**src/abde_pkg.sv**
```systemverilog
// Shared types and constants for the ARGB8888 draw engine.
// No dependencies; imported by every module of the block.
package abde_pkg;

  localparam int CW     = 14;  // internal signed coordinate width
  localparam int QDEPTH = 2;   // job queue depth

  // opcodes of the command channel
  localparam logic [2:0] OPC_CLEAR = 3'd0;
  localparam logic [2:0] OPC_PIXEL = 3'd1;
  localparam logic [2:0] OPC_FILL  = 3'd2;
  localparam logic [2:0] OPC_FRAME = 3'd3;
  localparam logic [2:0] OPC_GLYPH = 3'd4;
  localparam logic [2:0] OPC_READ  = 3'd5;

  // configuration register indexes
  localparam logic REG_WIDTH  = 1'b0;
  localparam logic REG_HEIGHT = 1'b1;

  typedef struct packed {
    logic [2:0]         opcode;
    logic signed [11:0] pos_x;
    logic signed [11:0] pos_y;
    logic [10:0]        rect_w;
    logic [10:0]        rect_h;
    logic [31:0]        colour;
    logic [63:0]        glyph_rows;
    logic               glyph_found;
    logic [3:0]         scale;
  } cmd_t;

  typedef struct packed {
    logic signed [12:0] next_x;
    logic [31:0]        pixel_value;
    logic               dirty;
  } res_t;

  typedef enum logic [2:0] {
    K_NOP, K_CLEAR, K_PIXEL, K_FILL, K_FRAME, K_GLYPH, K_READ
  } kind_t;

  // classified job handed from front to back
  typedef struct packed {
    kind_t              kind;
    logic signed [CW-1:0] x;
    logic signed [CW-1:0] y;
    logic [10:0]        w;
    logic [10:0]        h;
    logic [31:0]        colour;
    logic [63:0]        rows;
    logic [3:0]         scale;   // already clamped
    logic signed [12:0] next_x;
  } job_t;

  typedef enum logic [3:0] {
    B_CLR, B_IDLE, B_SETUP, B_GEN, B_ADDR, B_RD, B_MUL, B_WR, B_DONE
  } bstate_t;

  // exact v/255 for v < 65281
  function automatic logic [7:0] div255(input logic [15:0] v);
    logic [16:0] t;
    t = {1'b0, v} + 17'd1 + {9'd0, v[15:8]};
    return t[15:8];
  endfunction

endpackage

```
**src/abde_front.sv**
```systemverilog
// Command front: takes command transfers, classifies them into jobs.
// Depends on abde_pkg (cmd_t, job_t, opcodes).
module abde_front #(
  parameter int MAX_SCALE = 8
) (
  input  logic           clk,
  input  logic           rst,
  input  logic           cmd_valid,
  output logic           cmd_ready,
  input  abde_pkg::cmd_t cmd,
  input  logic           stall,
  input  logic           q_full,
  output logic           q_push,
  output abde_pkg::job_t q_data
);
  import abde_pkg::*;

  logic               fv;
  job_t               job, job_next;
  logic [3:0]         s_cl;
  logic signed [CW-1:0] x14, nx14;

  always_comb begin
    s_cl = (cmd.scale > MAX_SCALE) ? 4'(MAX_SCALE) : cmd.scale;
    x14  = {{(CW-12){cmd.pos_x[11]}}, cmd.pos_x};
    nx14 = x14 + $signed({{(CW-7){1'b0}}, s_cl, 3'b000});
    job_next.x      = x14;
    job_next.y      = {{(CW-12){cmd.pos_y[11]}}, cmd.pos_y};
    job_next.w      = cmd.rect_w;
    job_next.h      = cmd.rect_h;
    job_next.colour = cmd.colour;
    job_next.rows   = cmd.glyph_rows;
    job_next.scale  = s_cl;
    job_next.next_x = {cmd.pos_x[11], cmd.pos_x};
    case (cmd.opcode)
      OPC_CLEAR: job_next.kind = K_CLEAR;
      OPC_PIXEL: job_next.kind = K_PIXEL;
      OPC_FILL:  job_next.kind = K_FILL;
      OPC_FRAME: job_next.kind = (cmd.rect_w != '0 && cmd.rect_h != '0) ? K_FRAME : K_NOP;
      OPC_GLYPH: begin
        // no scale: nothing drawn, no advance; no glyph: advance only
        job_next.kind = (s_cl != '0 && cmd.glyph_found) ? K_GLYPH : K_NOP;
        if (s_cl != '0) begin
          job_next.next_x = nx14[12:0];
        end
      end
      OPC_READ:  job_next.kind = K_READ;
      default:   job_next.kind = K_NOP;
    endcase
  end

  assign q_push    = fv && !q_full;
  assign q_data    = job;
  assign cmd_ready = !stall && (!fv || !q_full);

  always_ff @(posedge clk) begin
    if (rst) begin
      fv <= 1'b0;
    end else if (cmd_valid && cmd_ready) begin
      fv <= 1'b1;
    end else if (q_push) begin
      fv <= 1'b0;
    end
  end

  always_ff @(posedge clk) begin
    if (cmd_valid && cmd_ready) begin
      job <= job_next;
    end
  end

endmodule

```
**config.mk**
```make
export PLATFORM = sky130hd
export DESIGN_NAME = abde_front
export DESIGN_NICKNAME = d
export VERILOG_FILES = /design/src/abde_pkg.sv /design/src/abde_front.sv
export SDC_FILE = /design/constraint.sdc
export NUM_CORES = 1
export LEC_CHECK = 0
export BUFFER_PORTS_ARGS = -buffer_cell sky130_fd_sc_hd__buf_2
export CORE_AREA = 8 8 120 122
export DETAILED_ROUTE_END_ITERATION = 6
export DIE_AREA = 0 0 128 130
export GPL_TIMING_DRIVEN = 0
export PLACE_DENSITY = 0.87
export SLEW_MARGIN = 20
export SYNTH_ARGS = -nofsm -noshare
export SYNTH_HDL_FRONTEND = slang
export SYNTH_SLANG_ARGS = --single-unit
```
**constraint.sdc**
```tcl
create_clock -name clk -period 10.1 [get_ports clk]
set_input_delay 0.505 -clock clk [delete_from_list [all_inputs] [get_ports clk]]
set_output_delay 0.505 -clock clk [all_outputs]
set_load 0.05 [all_outputs]
```
==> summary.txt <==
Cells and area
  • Final #Nets: 736
  • Layout Utilization: 62.6%
  • Design Area, Final: 0.00777 mm^2
  • Non-Filler Instances: 761
  • Most frequent cells in the layout: 322 x buf_2, 159 x edfxtp_1, 17 x clkbuf_16
  • Fraction of layout cells with a size suffix above 1: 62.1%
  • Area Growth Syn to Fin: 46.4%
  • Commonest non-fill, non-tap cell in the layout: buf_2

Critical path
  • Worst setup SP type: primary input
  • Reg2reg end: q_data[30]
  • R2r startpoint: fv
  • Crit path from: cmd[3]
  • Worst EP required: 10.25 ns
  • Worst setup EP type: register
  • R2R cell count: 3
  • Setup crit end: q_data[11]
  • FF-to-FF setup slack: 8.31 ns
  • Peak fanout along the critical path: 6
  • Crit path DAT: 2.24 ns
  • Setup CP Type: primary input to register

Clocking
  • CTS tree: built
  • Worst skew pair latency: 0.41 ns
  • Clock Root Buffer: clkbuf_16
  • Clock Pin Slew Worst Setup and Hold Paths: 0.06 ns
  • Clock sinks: 160
  • Post-CTS Setup Bufs: 0
  • Post-CTS Hold Fix Bufs: 0
  • H-tree depth: 4
  • Number of buffers inserted during clock tree synthesis: 17
  • Post-CTS Resized: 0
  • Max Buffers Root-to-Sink: 2

Flow run
  • Max cap viols: 0

Timing
  • Tcrit/Tclk final: 20.7%
  • Fin crit period: 2.09 ns
  • Worst Tran Pin Value: 0.588 ns
  • Peak Freq: 0.479 GHz
  • Max-slew headroom: 60.8%
  • RSZ-0062 raised after global routing: false
  • Clk_skew: 0.0145 ns
  • Fin Hold WS: 0.245 ns
  • Final slew viol count: 0
  • Hold Fails Final Rpt: 0
  • Final TNS setup: 0 ns
  • Final Setup Violations: 0

Routing
  • DRC errors left: 0
  • DR vias: 3,538
  • WL final: 15.4 mm
  • 1st-iter DRT viols: 230
  • Routed WL per cell: 20.3 um
  • DRT antenna net count: 0
  • Total iterations of the first detailed-routing run: 4
  • Vias per Instance: 4.65

Die
  • Chip width: 128 um
  • # IOs: 323
  • Core Rows: 41
  • Die Area: 0.0166 mm^2
  • Core Box Area: 0.0124 mm^2
  • Initial core utilization: 42.8%
  • Die Height: 130 um

Worst hold path
  • Hold depth: 2
  • Worst min-delay path class: primary input to register

Power and ir drop
  • Max VDD drop: 120 uV
  • Cell Pwr Density: 205 mW/mm^2
  • LEAKAGE: 3.29 nW

Synthesis
  • Synth Area in Adders: 1.32%
  • Largest family of logic cells by synthesized area: simple AND/OR/NAND/NOR gates
  • Netlist Area Pre-Place: 0.00531 mm^2
  • Simple-Gate Fraction of Synth Area: 3.27%
  • Syn Nets: 393
  • Post-synth cell types: 32
  • Synth Area in Compound Gates: 1.81%
  • Mux share of post-synthesis cell area: 0.636%
  • Seq/Total Area, Yosys: 90.3%
  • Syn_area_per_cell: 22.8 um^2
  • Yosys reg bits: 160
  • Synthesized instance count: 233
  • Synth Warn #: 0
  • Area share of xor/xnor cells in the synthesized design: 0.989%

GRT
  • Largest net degree at the start of global routing: 63
  • GRT overflow: 0
  • First-pass GRT wire length: 21.9 mm
  • Vias in the first global route: 3,716
  • Initial antenna violation count: 1
  • Global Route Usage Sum: 18.0%

Place
  • GP Congestion: 0.795
  • Placed Area: 0.00720 mm^2
  • Cell count after placement: 729
  • Buffers on Ports: 322
  • DP HPWL: 12.3 mm

Status
  • Status: finished, final reports clean
synth_stat cells:
cell      count  area [um^2]
a41oi_1       1         8.76
buf_6         1         11.3
fa_1          1         20.0
dfxtp_1       1         20.0
xnor2_1       6         52.6
or4_4         1         11.3
o22ai_1       1         6.26
mux2_2        3         33.8
nand4_2       1         12.5
nand2b_1      2         12.5
a21o_1        2         15.0
o32ai_1       1         8.76
clkbuf_1      1         3.75
nor3b_1       1         7.51
buf_4         7         52.6
nor2_1        5         18.8
nor3_1        1         5.00
edfxtp_1    159         4770
o21ai_0       2         10.0
nor4_1        5         31.3
nor2b_1       3         18.8
and2_1        1         6.26
inv_1         6         22.5
o21bai_1      1         7.51
ha_1          4         50.1
and3_1        1         6.26
nand4_1       2         12.5
nand2_1       2         7.51
a211oi_1      2         15.0
nand3_1       3         15.0
and2_4        1         8.76
a21oi_1       5         25.0
cell families after synthesis:
family	Yosys count
AND/OR/NAND/NOR	29
XOR/XNOR	6
multiplexers	3
flip-flops	160
AO/OA/AOI/OAI	15
adder cells (fa/ha/maj)	5
buffers and inverters	15
worst min path at each step:
stage / startpoint / endpoint / slack [ns]
final: rst / fv / 0.24
after global routing: rst / fv / 0.22
after CTS: rst / fv / 0.23
after detailed placement: fv / fv / 0.53
after global placement: fv / fv / 0.51
after floorplan: fv / fv / 0.47
power breakdown:
part           internal, W  switching [W]
logic            0.0000504       0.000148
clock network     0.000386       0.000236
registers         0.000766     0.00000762
total              0.00120       0.000392
state kept, by name, indices dropped and copies added (netlist names):
| signal | flops |
|---|---|
| q_data | 159 |
| fv | 1 |
metrics by stage:
stage	worst slack [ns]	power, W
after CTS	8.00	0.00161
final	8.01	0.00159
after floorplan	4.47	0.000918
after detailed placement	7.57	0.000987
after global routing	7.88	0.00165
after global placement	4.16	0.000984
final cells by class:
class                   count  area (um^2)
repair buffers            324         1670
diodes                      1         2.50
clock buffers              20          437
inverters                   6         22.5
multi-input cells          58          429
well taps                 172          215
clock inverters            11          140
plain buffers               9         67.6
fillers                   900         4640
flip-flops and latches    160         4790
per-layer routing:
metal	vias up	wire, um	track usage, %
met4	0	251	6.15
met3	18	1650	9.02
met1	1722	5390	17.8
met2	191	8140	32.3
li1	1607	-	-
met5	-	0	0
critical path, cell delays in order:
cell and delay (ns):
buf_2 0.14, nor2b_1 0.18, ha_1 0.23, inv_1 0.07
fa_1 0.40, nand2b_1 0.16, a21oi_1 0.25, nand4_1 0.16
xnor2_1 0.15
Power figures use the tool's default switching activity.
