File: config.mk
export PLATFORM = sky130hd
export DESIGN_NAME = abde_fifo
export DESIGN_NICKNAME = d
export VERILOG_FILES = /design/src/abde_pkg.sv /design/src/abde_fifo.sv
export SDC_FILE = /design/constraint.sdc
export NUM_CORES = 1
export LEC_CHECK = 0
export ABC_AREA = 1
export BUFFER_PORTS_ARGS = -buffer_cell sky130_fd_sc_hd__buf_4
export CAP_MARGIN = 20
export CELL_PAD_IN_SITES_DETAIL_PLACEMENT = 0
export CELL_PAD_IN_SITES_GLOBAL_PLACEMENT = 1
export CORE_ASPECT_RATIO = 0.7
export CORE_UTILIZATION = 45
export CTS_CLUSTER_DIAMETER = 100
export DETAILED_ROUTE_END_ITERATION = 8
export PLACE_DENSITY = 0.88
export SYNTH_ARGS = -nofsm -noshare
export SYNTH_HDL_FRONTEND = slang
export SYNTH_SLANG_ARGS = --single-unit
File: constraint.sdc
create_clock -name clk -period 13.47 [get_ports clk]
set_clock_uncertainty 0.15 [all_clocks]
set_input_delay 0.6735 -clock clk [delete_from_list [all_inputs] [get_ports clk]]
set_output_delay 0.6735 -clock clk [all_outputs]
set_load 0.005 [all_outputs]
File: src/abde_pkg.sv
// Shared types and constants for the ARGB8888 draw engine.
// No dependencies; imported by every module of the block.
package abde_pkg;

  localparam int CW     = 14;  // internal signed coordinate width
  localparam int QDEPTH = 2;   // job queue depth

  // opcodes of the command channel
  localparam logic [2:0] OPC_CLEAR = 3'd0;
  localparam logic [2:0] OPC_PIXEL = 3'd1;
  localparam logic [2:0] OPC_FILL  = 3'd2;
  localparam logic [2:0] OPC_FRAME = 3'd3;
  localparam logic [2:0] OPC_GLYPH = 3'd4;
  localparam logic [2:0] OPC_READ  = 3'd5;

  // configuration register indexes
  localparam logic REG_WIDTH  = 1'b0;
  localparam logic REG_HEIGHT = 1'b1;

  typedef struct packed {
    logic [2:0]         opcode;
    logic signed [11:0] pos_x;
    logic signed [11:0] pos_y;
    logic [10:0]        rect_w;
    logic [10:0]        rect_h;
    logic [31:0]        colour;
    logic [63:0]        glyph_rows;
    logic               glyph_found;
    logic [3:0]         scale;
  } cmd_t;

  typedef struct packed {
    logic signed [12:0] next_x;
    logic [31:0]        pixel_value;
    logic               dirty;
  } res_t;

  typedef enum logic [2:0] {
    K_NOP, K_CLEAR, K_PIXEL, K_FILL, K_FRAME, K_GLYPH, K_READ
  } kind_t;

  // classified job handed from front to back
  typedef struct packed {
    kind_t              kind;
    logic signed [CW-1:0] x;
    logic signed [CW-1:0] y;
    logic [10:0]        w;
    logic [10:0]        h;
    logic [31:0]        colour;
    logic [63:0]        rows;
    logic [3:0]         scale;   // already clamped
    logic signed [12:0] next_x;
  } job_t;

  typedef enum logic [3:0] {
    B_CLR, B_IDLE, B_SETUP, B_GEN, B_ADDR, B_RD, B_MUL, B_WR, B_DONE
  } bstate_t;

  // exact v/255 for v < 65281
  function automatic logic [7:0] div255(input logic [15:0] v);
    logic [16:0] t;
    t = {1'b0, v} + 17'd1 + {9'd0, v[15:8]};
    return t[15:8];
  endfunction

endpackage

File: src/abde_fifo.sv
// Short job queue between the command front and the pixel back end.
// Depends on abde_pkg (job_t, QDEPTH).
module abde_fifo (
  input  logic           clk,
  input  logic           rst,
  input  logic           push,
  input  abde_pkg::job_t din,
  input  logic           pop,
  output abde_pkg::job_t dout,
  output logic           full,
  output logic           empty
);
  import abde_pkg::*;

  localparam int PW = (QDEPTH > 1) ? $clog2(QDEPTH) : 1;
  localparam int NW = $clog2(QDEPTH + 1);

  job_t          slots [QDEPTH];
  logic [PW-1:0] wp, rp;
  logic [NW-1:0] cnt;

  assign full  = (cnt == NW'(QDEPTH));
  assign empty = (cnt == '0);
  assign dout  = slots[rp];

  always_ff @(posedge clk) begin
    if (push) begin
      slots[wp] <= din;
    end
  end

  always_ff @(posedge clk) begin
    if (rst) begin
      wp  <= '0;
      rp  <= '0;
      cnt <= '0;
    end else begin
      if (push) begin
        wp <= (wp == PW'(QDEPTH - 1)) ? '0 : wp + PW'(1);
      end
      if (pop) begin
        rp <= (rp == PW'(QDEPTH - 1)) ? '0 : rp + PW'(1);
      end
      if (push && !pop) begin
        cnt <= cnt + NW'(1);
      end else if (pop && !push) begin
        cnt <= cnt - NW'(1);
      end
    end
  end

endmodule

==> reports/qor.tcl <==
set qor(cts_tree) {built}
set qor(total_power_consumption_of_the_routed_design_mw) 2.33
set qor(antenna_violations_before_repair) 0
set qor(dr_total_vias) 6266
set qor(detail_route.first_pass.iterations) 4
set qor(maximum_number_of_pins_on_one_net_before_global_route_repair) 167
set qor(relSlewSlack_pct) 35.4
set qor(fmax_ghz) 0.275
set qor(synth.area.top_cells) {sky130_fd_sc_hd__edfxtp_1 (81%), sky130_fd_sc_hd__mux2_2 (15%), sky130_fd_sc_hd__buf_6 (1.3%)}
set qor(first_iteration_detailed_routing_drc_count) 277
set qor(cts.clk_slew.worst_paths_ns) 0.07
set qor(power_per_cell_area_nw_per_um2) 145
set qor(number_of_buffers_inserted_by_hold_repair_at_cts) 0
set qor(final-hold-violation-count) 0
set qor(ys_seq_elements) 337
set qor(reg2reg_slack_ns) 10.79
set qor(grtUsageTotal_pct) 17.2
set qor(r2r-start) {wp$_SDFFE_PP0P_}
set qor(row_count) 50
set qor(drtAntennaViolNets) 0
set qor(core_area_sq_um) 26700
set qor(hold_depth) 1
set qor(transition_time_of_the_tightest_slew_check_pin_ns) 0.969
set qor(yosys_top_cell_area_share_pct) 81.4
set qor(grt_pass1_wl_mm) 36.3
set qor(final_min_period_over_clock_period_pct) 27.0
set qor(antennaDiodeCount) 0
set qor(rsz0062_at_grt) {no}
set qor(worst_hold_path_type) {in2reg}
set qor(synthesis.instances) 549
set qor(startpoint_type) {register}
set qor(remaining_drc_errors) 0
set qor(run_status) {finished clean}
set qor(synthDominantAreaCellType) {sky130_fd_sc_hd__edfxtp_1}
set qor(post_drt_via_cell_ratio) 4.86
set qor(io_pins) 338
set qor(max-vdd-ir-drop_mv) 0.140
set qor(sum_of_routed_wire_length_over_all_layers_mm) 25.0
set qor(utilization_pct) 60.2
set qor(dpl.hpwl_mm) 16.1
set qor(design.final.nets) 1075
set qor(clock-root-buffer) {sky130_fd_sc_hd__clkbuf_16}
set qor(share_of_post_route_cells_with_drive_strength_above_1_pct) 59.6
set qor(drv_cap) 0
set qor(ctsLongestPathBuffers) 3
set qor(global_route.overflow_total) 0
set qor(syn_avg_cell_area_sq_um) 22.3
set qor(final_total_negative_setup_slack_ns) 0
set qor(floorplan.die_area_sq_um) 27900
set qor(fin_max_slew_vios) 0
set qor(finalSetupViolCount) 0
set qor(initial_utilization_pct) 45.9
set qor(total_leakage_power_nw) 5.99
set qor(timing.setup.critical_path_class) {reg2out}
set qor(rr_worst_depth) 3
set qor(cp-end-kind) {primary output}
set qor(synth.yosys.seq_area_share_pct) 82.2
set qor(netlist_area_sq_um) 12200
set qor(mappedNetlistNets) 720
set qor(cts_resized) 0
set qor(ctsHtreeMaxLevel) 1
set qor(wire_per_inst_um) 19.4
set qor(finalHoldWorstSlack_ns) 0.148
set qor(critPathRequiredTime_ns) 12.65
set qor(yosysWarningCount) 0
set qor(globalplace.congestion) 0.750
set qor(end_point_of_the_critical_path) {dout[139]}
set qor(worstPathArrival_ns) 2.81
set qor(clock-sinks) 337
set qor(synth_cell_type_count) 16
set qor(critical_path.max_fanout) 66
set qor(area.growth.synth_to_final_pct) 31.3
set qor(cts_post_setup_buffers_inserted) 0
set qor(worstReg2RegEnd) {slots[1][140]$_DFFE_PP_}
set qor(final_worst_path_period_need_ns) 3.64
set qor(port_buffer_count) 337
set qor(cts-buffers-inserted) 30
set qor(die_x_um) 199
set qor(worst_skew_pair.late_latency_ns) 0.54
set qor(floorplan.die.height_um) 140
set qor(n_fill_cell) 1929
set qor(grt_pass1_vias) 6438
## final cells by class
cell class / instances / area [sq um] / area share, %
Sequential cell: 337 / 10100 / 62.6
Timing Repair Buffer: 341 / 2570 / 16.0
Multi-Input combinational cell: 185 / 1970 / 12.2
Clock buffer: 37 / 798 / 4.96
Tap cell: 364 / 455 / 2.83
Clock inverter: 17 / 178 / 1.10
Inverter: 9 / 38.8 / 0.241
## per-stage QoR
step	setup slack (ns)	area, sq um	std cells
2_1_floorplan	4.97	12200	549
3_3_place_gp	10.36	15100	1236
3_5_place_dp	10.36	15100	1236
4_1_cts	9.78	16100	1290
5_1_grt	9.68	16100	1290
6_report	9.83	16100	1290
## cells by family (layout without fill, tap and decap cells)
group                      after synthesis  after routing  share of synthesized area, %
AOI/OAI and AO/OA                        2              2                        0.0816
and+or+nand+nor                         15             15                         0.501
adders and majority gates                1              1                         0.102
muxes                                  166            166                          15.3
buffers and inverters                   27            404                          1.77
xor gates and xnor gates                 1              1                        0.0715
DFF                                    337            337                          82.2
## sequential cells by signal, indices dropped and copies added, names as in the netlist, named ones only
| signal | cells |
|---|---|
| cnt | 2 |
| slots | 332 |
| wp | 1 |
| rp | 1 |
## worst min-delay path by stage
stage | from | end | slack [ns]
final | din[71] | slots[0][71]$_DFFE_PP_ | 0.15
after global routing | din[87] | slots[0][87]$_DFFE_PP_ | 0.12
after CTS | din[61] | slots[1][61]$_DFFE_PP_ | 0.11
after detailed placement | rp$_SDFFE_PP0P_ | register | 0.35
after global placement | rp$_SDFFE_PP0P_ | rp$_SDFFE_PP0P_ | 0.35
after floorplan | rp$_SDFFE_PP0P_ | register | 0.33
## worst max-delay path, cell delays in order, from the launching register on
cell,delay [ns]
sky130_fd_sc_hd__dfxtp_4,0.77
sky130_fd_sc_hd__buf_4,0.82
sky130_fd_sc_hd__mux2_2,0.43
sky130_fd_sc_hd__buf_4,0.14
## synth_stat cells
| cell | instances |
|---|---|
| sky130_fd_sc_hd__buf_4 | 2 |
| sky130_fd_sc_hd__nor3_1 | 1 |
| sky130_fd_sc_hd__edfxtp_1 | 332 |
| sky130_fd_sc_hd__o21ai_0 | 1 |
| sky130_fd_sc_hd__nand4_1 | 1 |
| sky130_fd_sc_hd__xnor2_1 | 1 |
| sky130_fd_sc_hd__a21oi_1 | 1 |
| sky130_fd_sc_hd__ha_1 | 1 |
| sky130_fd_sc_hd__inv_1 | 9 |
| sky130_fd_sc_hd__buf_6 | 14 |
| sky130_fd_sc_hd__nand3_1 | 1 |
| sky130_fd_sc_hd__nor2_1 | 7 |
| sky130_fd_sc_hd__nand2_1 | 5 |
| sky130_fd_sc_hd__buf_2 | 2 |
| sky130_fd_sc_hd__dfxtp_1 | 5 |
| sky130_fd_sc_hd__mux2_2 | 166 |
## per-layer routing
layer / part of all wire (%) / global-route usage [%] / vias up
li1: - / - / 2876
met1: 40 / 21.7 / 3101
met2: 47 / 27.1 / 256
met3: 12 / 8.19 / 33
met4: 1.7 / 3.89 / 0
met5: 0 / 0 / -
## where the power goes
part	total, mW	switching, mW	internal [mW]
Sequential	1.23	0.0178	1.22
Clock	0.850	0.356	0.494
Combinational	0.251	0.106	0.145
## layout by cell type, fill, tap and decap left out, drive strengths merged
cell type    n
inv          9
dfxtp        5
clkinv      13
buf        341
xnor2        1
nor3         1
nand2        5
nor2         7
o21ai        1
a21oi        1
clkbuf      37
mux2       166
ha           1
nand3        1
edfxtp     332
nand4        1
bufinv       4
(Power assumes the default switching activity.)
